===== config.mk =====
export PLATFORM = sky130hd
export DESIGN_NAME = hmcs_mix
export DESIGN_NICKNAME = d
export VERILOG_FILES = /design/src/rtl/hash_min_cost_set_macros.svh /design/src/rtl/hmcs_pkg.sv /design/src/rtl/hmcs_mix.sv
export SDC_FILE = /design/constraint.sdc
export NUM_CORES = 2
export LEC_CHECK = 0
export BUFFER_PORTS_ARGS = -buffer_cell sky130_fd_sc_hd__buf_2
export CELL_PAD_IN_SITES_DETAIL_PLACEMENT = 0
export CELL_PAD_IN_SITES_GLOBAL_PLACEMENT = 1
export CORE_ASPECT_RATIO = 1.2
export CORE_MARGIN = 2
export CORE_UTILIZATION = 25
export DETAILED_ROUTE_END_ITERATION = 6
export PLACE_DENSITY_LB_ADDON = 0.1
export SLEW_MARGIN = 10
export SYNTH_ARGS = -nofsm -noshare
export SYNTH_HDL_FRONTEND = slang
export SYNTH_SLANG_ARGS = --single-unit

===== constraint.sdc =====
create_clock -name i_clk -period 11.95 [get_ports i_clk]
set_input_delay 1.7925 -clock i_clk [delete_from_list [all_inputs] [get_ports i_clk]]
set_output_delay 1.7925 -clock i_clk [all_outputs]
set_load 0.02 [all_outputs]

===== src/rtl/hash_min_cost_set_macros.svh =====
// Assertion macros shared by the hash set RTL.
// Depends on nothing; included by files that carry concurrent assertions.
`ifndef HASH_MIN_COST_SET_MACROS_SVH
`define HASH_MIN_COST_SET_MACROS_SVH

// The consequent must hold in the same cycle as the antecedent.
`define HMCS_ASSERT_SAME(label, clk, rst_n, ante, cons, msg) \
    label: assert property (@(posedge clk) disable iff (!(rst_n)) (ante) |-> (cons)) \
        else $error(msg);

// The consequent must hold in the cycle after the antecedent.
`define HMCS_ASSERT_NEXT(label, clk, rst_n, ante, cons, msg) \
    label: assert property (@(posedge clk) disable iff (!(rst_n)) (ante) |=> (cons)) \
        else $error(msg);

`endif


===== src/rtl/hmcs_pkg.sv =====
// Types and constants of the minimum-cost hash set.
// Depends on nothing; used by hmcs_mix and hash_min_cost_set.
package hmcs_pkg;

    localparam int KEY_BITS       = 30;
    localparam int COST_BITS      = 8;
    localparam int SLOT_OUT_BITS  = 12;
    localparam int COUNT_OUT_BITS = 12;

    localparam logic [63:0] MIX_ADD  = 64'h9e37_79b9_7f4a_7c15;
    localparam logic [63:0] MIX_MUL1 = 64'hbf58_476d_1ce4_e5b9;
    localparam logic [63:0] MIX_MUL2 = 64'h94d0_49bb_1331_11eb;
    localparam int MIX_SHIFT0 = 30;
    localparam int MIX_SHIFT1 = 27;
    localparam int MIX_SHIFT2 = 31;

    typedef enum logic [2:0] {
        STAT_NEW        = 3'd0,
        STAT_LOWERED    = 3'd1,
        STAT_KEPT       = 3'd2,
        STAT_ZERO_KEY   = 3'd3,
        STAT_FULL       = 3'd4,
        STAT_SLOT_EMPTY = 3'd5,
        STAT_SLOT_USED  = 3'd6
    } t_status;

    typedef enum logic [2:0] {
        ST_CLEAR,
        ST_IDLE,
        ST_HASH,
        ST_READ,
        ST_PROBE
    } t_state;

    typedef struct packed {
        logic                     mode;
        logic [KEY_BITS-1:0]      key;
        logic [COST_BITS-1:0]     cost;
        logic [SLOT_OUT_BITS-1:0] slot_index;
    } t_item;

    typedef struct packed {
        t_status                   status;
        logic [SLOT_OUT_BITS-1:0]  slot;
        logic [KEY_BITS-1:0]       stored_key;
        logic [COST_BITS-1:0]      stored_cost;
        logic [COUNT_OUT_BITS-1:0] entry_count;
    } t_result;

    typedef struct packed {
        logic [KEY_BITS-1:0]  key;
        logic [COST_BITS-1:0] cost;
    } t_entry;

endpackage


===== src/rtl/hmcs_mix.sv =====
// Multi-cycle splitmix64 finaliser built around one 32 by 32 bit multiplier.
// Depends on hmcs_pkg for the mixing constants and the key width.
module hmcs_mix (
    input  logic                         i_clk,
    input  logic                         i_rst_n,
    input  logic                         i_start,
    input  logic [hmcs_pkg::KEY_BITS-1:0] i_key,
    output logic                         o_done,
    output logic [63:0]                  o_hash
);
    import hmcs_pkg::*;

    logic        r_run;
    logic        r_done;
    logic [2:0]  r_cnt;
    logic [63:0] r_x;
    logic [63:0] r_prod;
    logic [63:0] r_acc;
    logic [63:0] r_hash;

    logic [63:0] seed;
    logic [63:0] mul_k;
    logic [31:0] op_a;
    logic [31:0] op_b;
    logic [63:0] prod;
    logic [63:0] sum;

    assign seed  = 64'(i_key) + MIX_ADD;
    assign mul_k = r_cnt[2] ? MIX_MUL2 : MIX_MUL1;
    assign op_a  = (r_cnt[1:0] == 2'd2) ? r_x[63:32] : r_x[31:0];
    assign op_b  = (r_cnt[1:0] == 2'd1) ? mul_k[63:32] : mul_k[31:0];
    assign prod  = 64'(op_a) * 64'(op_b);
    assign sum   = r_acc + {r_prod[31:0], 32'd0};

    always_ff @(posedge i_clk) begin
        if (!i_rst_n) begin
            r_run  <= 1'b0;
            r_done <= 1'b0;
            r_cnt  <= '0;
        end else begin
            r_done <= 1'b0;
            if (i_start) begin
                r_run <= 1'b1;
                r_cnt <= '0;
            end else if (r_run) begin
                r_cnt <= r_cnt + 3'd1;
                if (r_cnt == 3'd7) begin
                    r_run  <= 1'b0;
                    r_done <= 1'b1;
                end
            end
        end
    end

    always_ff @(posedge i_clk) begin
        if (i_start) begin
            r_x <= seed ^ (seed >> MIX_SHIFT0);
        end else if (r_run) begin
            r_prod <= prod;
            case (r_cnt[1:0])
                2'd1: r_acc <= r_prod;
                2'd2: r_acc <= sum;
                2'd3: begin
                    if (r_cnt[2]) begin
                        r_hash <= sum ^ (sum >> MIX_SHIFT2);
                    end else begin
                        r_x <= sum ^ (sum >> MIX_SHIFT1);
                    end
                end
                default: r_acc <= r_acc;
            endcase
        end
    end

    assign o_done = r_done;
    assign o_hash = r_hash;

endmodule


==> out/results.tsv <==
metric	value	unit
Hold Path Depth	1	
Async SR Flop Fraction	0	%
DR WL/cell	28.18	um
largest net degree at the start of global routing	65	
Post-Syn Area	41580	sq um
crit path launch type	register	
YS warnings	0	
hold-fix buffers at CTS	0	
Synth area leader	fa_1	
Final Skew	0.02152	ns
Max Buffers Root-to-Sink	3	
post-synthesis compound-gate area fraction	6.692	%
Synth Flop Type	edfxtp_1	
commonest non-fill, non-tap cell in the layout	inv_1	
Setup TNS	0	ns
synth top area cells	fa_1 38%, edfxtp_1 18%, ha_1 12%	
Num Clock Sinks	261	
WP data arrival	11.15	ns
RR Startpoint	r_cnt[0]	
mux share of post-synthesis cell area	1.745	%
Post-Syn Area per Cell	10.27	sq um
Rows	163	
Mapped Cells	4049	
Final #Nets	5347	
Max Cap Viol	0	
Fin. Hold Viols	0	
min-delay src	r_prod[32]	
dpl hpwl	156.6	mm
Clk Latency, worst-skew pair	0.59	ns
final antenna-violating net count	0	
Req. time, crit path	12.28	ns
post-cts gate resize count	0	
die area	169600	sq um
grt ovf	0	
Synth top area share	38.32	%
final WL	177.4	mm
Residual DRC	0	
Simple-Gate Fraction of Synth Area	7.956	%
H-tree levels	1	
fraction of final layout cells sized beyond drive strength 1	7.980	%
WS Path Type	register to register	
crit path capture type	register	
status	complete, no violations	
post-synthesis xor/xnor area fraction	4.165	%
Overall Global Routing Usage	20.91	%
CTS tree	done	
Initial Util	25.23	%
max-slew violations	0	
setup violators final	0	
final period utilization	90.50	%
largest family of logic cells by synthesized area	adder cells	
Port-buffer cells	97	
most frequent cells in the layout	1045 x inv_1, 796 x fa_1, 392 x ha_1	
Core Footprint	164800	sq um
Vias	28040	
Place WS	1.056	ns
Placed Instance Area	44820	sq um
gpl congestion	0.9055	
CTS clk-pin slew, worst paths	0.07	ns
via/cell ratio	4.455	
first-pass GRT wire length	247.3	mm
Yosys cell types	95	
slew margin rel.	20.48	%
vias in the first global route	31630	
cell area after layout	45820	sq um
Die X-Extent	376.3	um
Post-synth EDFFs	256	
Tmin final	10.81	ns
Detailed Routing Iterations Pass 1	5	
Worst Hold Path EP	r_acc[32]	
initial antenna violation count	5	
1st-iter DRT viols	1659	
Slew @ Worst Pin	1.190	ns
register area share after synthesis	18.73	%
Adder-Cell Fraction of Synth Area	50.18	%
fin util	27.81	%
layout overhead on the synthesized area	10.20	%
RR Endpoint	r_prod[61]	
Post-CTS Repair Setup Buffers	0	
FMAX	92.47	MHz
Die Y-Extent	450.7	um
R2R Setup Slk	1.14	ns
worst setup margin	1.135	ns
worst reg2reg path depth	27	
worst hold path class	register to register	
RSZ-0062 raised after global routing	no	
Ports	98	
Mapped Nets	5272	
Seq cells post-synth	261	
CP max FO	22	
cts bufs inserted	30	
CTS Root Cell	clkbuf_16	
## layer usage
layer / wire length (um) / vias up / global-route usage, %
li1: - / 12650 / -
met4: 6022 / 2 / 6.131
met3: 4307 / 153 / 1.306
met1: 73800 / 14650 / 26.05
met2: 93240 / 581 / 38.54
met5: 15 / - / 0
## how the worst max path moves through the flow
| stage | depth (start not counted) | start | slack, ns | end |
|---|---|---|---|---|
| finish | 27 | r_cnt[0] | 1.14 | r_prod[61] |
| global route | 29 | r_cnt[0] | 0.69 | r_prod[61] |
| CTS | 30 | r_cnt[0] | 1.05 | r_prod[62] |
| detailed placement | 30 | r_cnt[0] | 1.06 | r_prod[62] |
| global placement | 29 | r_cnt[0] | 1.03 | r_prod[61] |
| floorplan | 28 | r_cnt[0] | 3.18 | r_prod[61] |
## metrics by stage
step,cells,hold slack (ns)
final,6294,0.5518
after global routing,6293,0.5708
after CTS,6293,0.5510
after detailed placement,6237,0.5335
after global placement,6237,0.5309
after floorplan,4049,0.4871
## sequential cells by signal (all words and copies together), names as in the netlist
signal  count
o_done      1
o_hash     64
r_acc      64
r_cnt       3
r_prod     64
r_run       1
r_x        64
## cells in the mapped netlist, types with 4 or more instances
cell type and n:
xnor2_1 107, and3_1 10, nand2_1 278, fa_1 796, o211ai_1 6, mux2_2 48
nor2b_1 56, or2_2 19, o21ai_0 111, a21oi_1 143, buf_1 13, nor4_1 4
and2_1 8, clkbuf_1 86, o21bai_1 18, o21a_1 8, nand4_1 19, a21o_1 44
xnor2_2 7, clkinv_1 4, nor3_1 17, inv_1 1046, nand3_1 26, edfxtp_1 256
mux2i_1 17, ha_1 394, nand2b_1 12, o21ai_1 10, nor2_1 277, a211oi_1 11
o22ai_1 8, xor2_1 74, buf_2 8, a31oi_1 9, dfxtp_1 5, or3_1 4
## layout make-up
type / instances / area, sq um
antenna: 1 / 2.502
clock buffer: 33 / 762.0
clock inverter: 23 / 229.0
fill: 17630 / 119000
inverter: 1051 / 3945
multi-input combinational: 2626 / 29480
sequential: 261 / 7789
tap: 2145 / 2684
timing repair buffer: 154 / 928.4
## worst max-delay path, stage by stage, from the launching register on
cell	delay (ns)
dfxtp_1	0.48
inv_1	0.13
ha_4	0.31
mux2_2	0.51
clkinv_1	0.56
nor2_1	0.55
inv_1	0.17
nor2_1	0.65
fa_1	0.39
inv_1	0.09
fa_1	0.63
inv_1	0.12
fa_1	0.57
inv_1	0.06
fa_1	0.49
inv_1	0.05
fa_1	0.51
fa_1	0.77
fa_1	0.51
fa_1	0.46
ha_1	0.42
nand2_1	0.14
or4_1	0.63
o41ai_4	0.52
a211oi_4	0.15
o31ai_4	0.34
a31oi_1	0.15
xnor2_1	0.14
## logic make-up after synthesis
kind of cell | after synthesis
fa+ha+maj | 1190
buf+inv | 1162
simple gates | 750
compound gates | 430
flops | 261
xor+xnor | 190
mux | 66
Power is not shown: default switching activity piles up to over one toggle a cycle in this logic, so the estimate is an artifact.
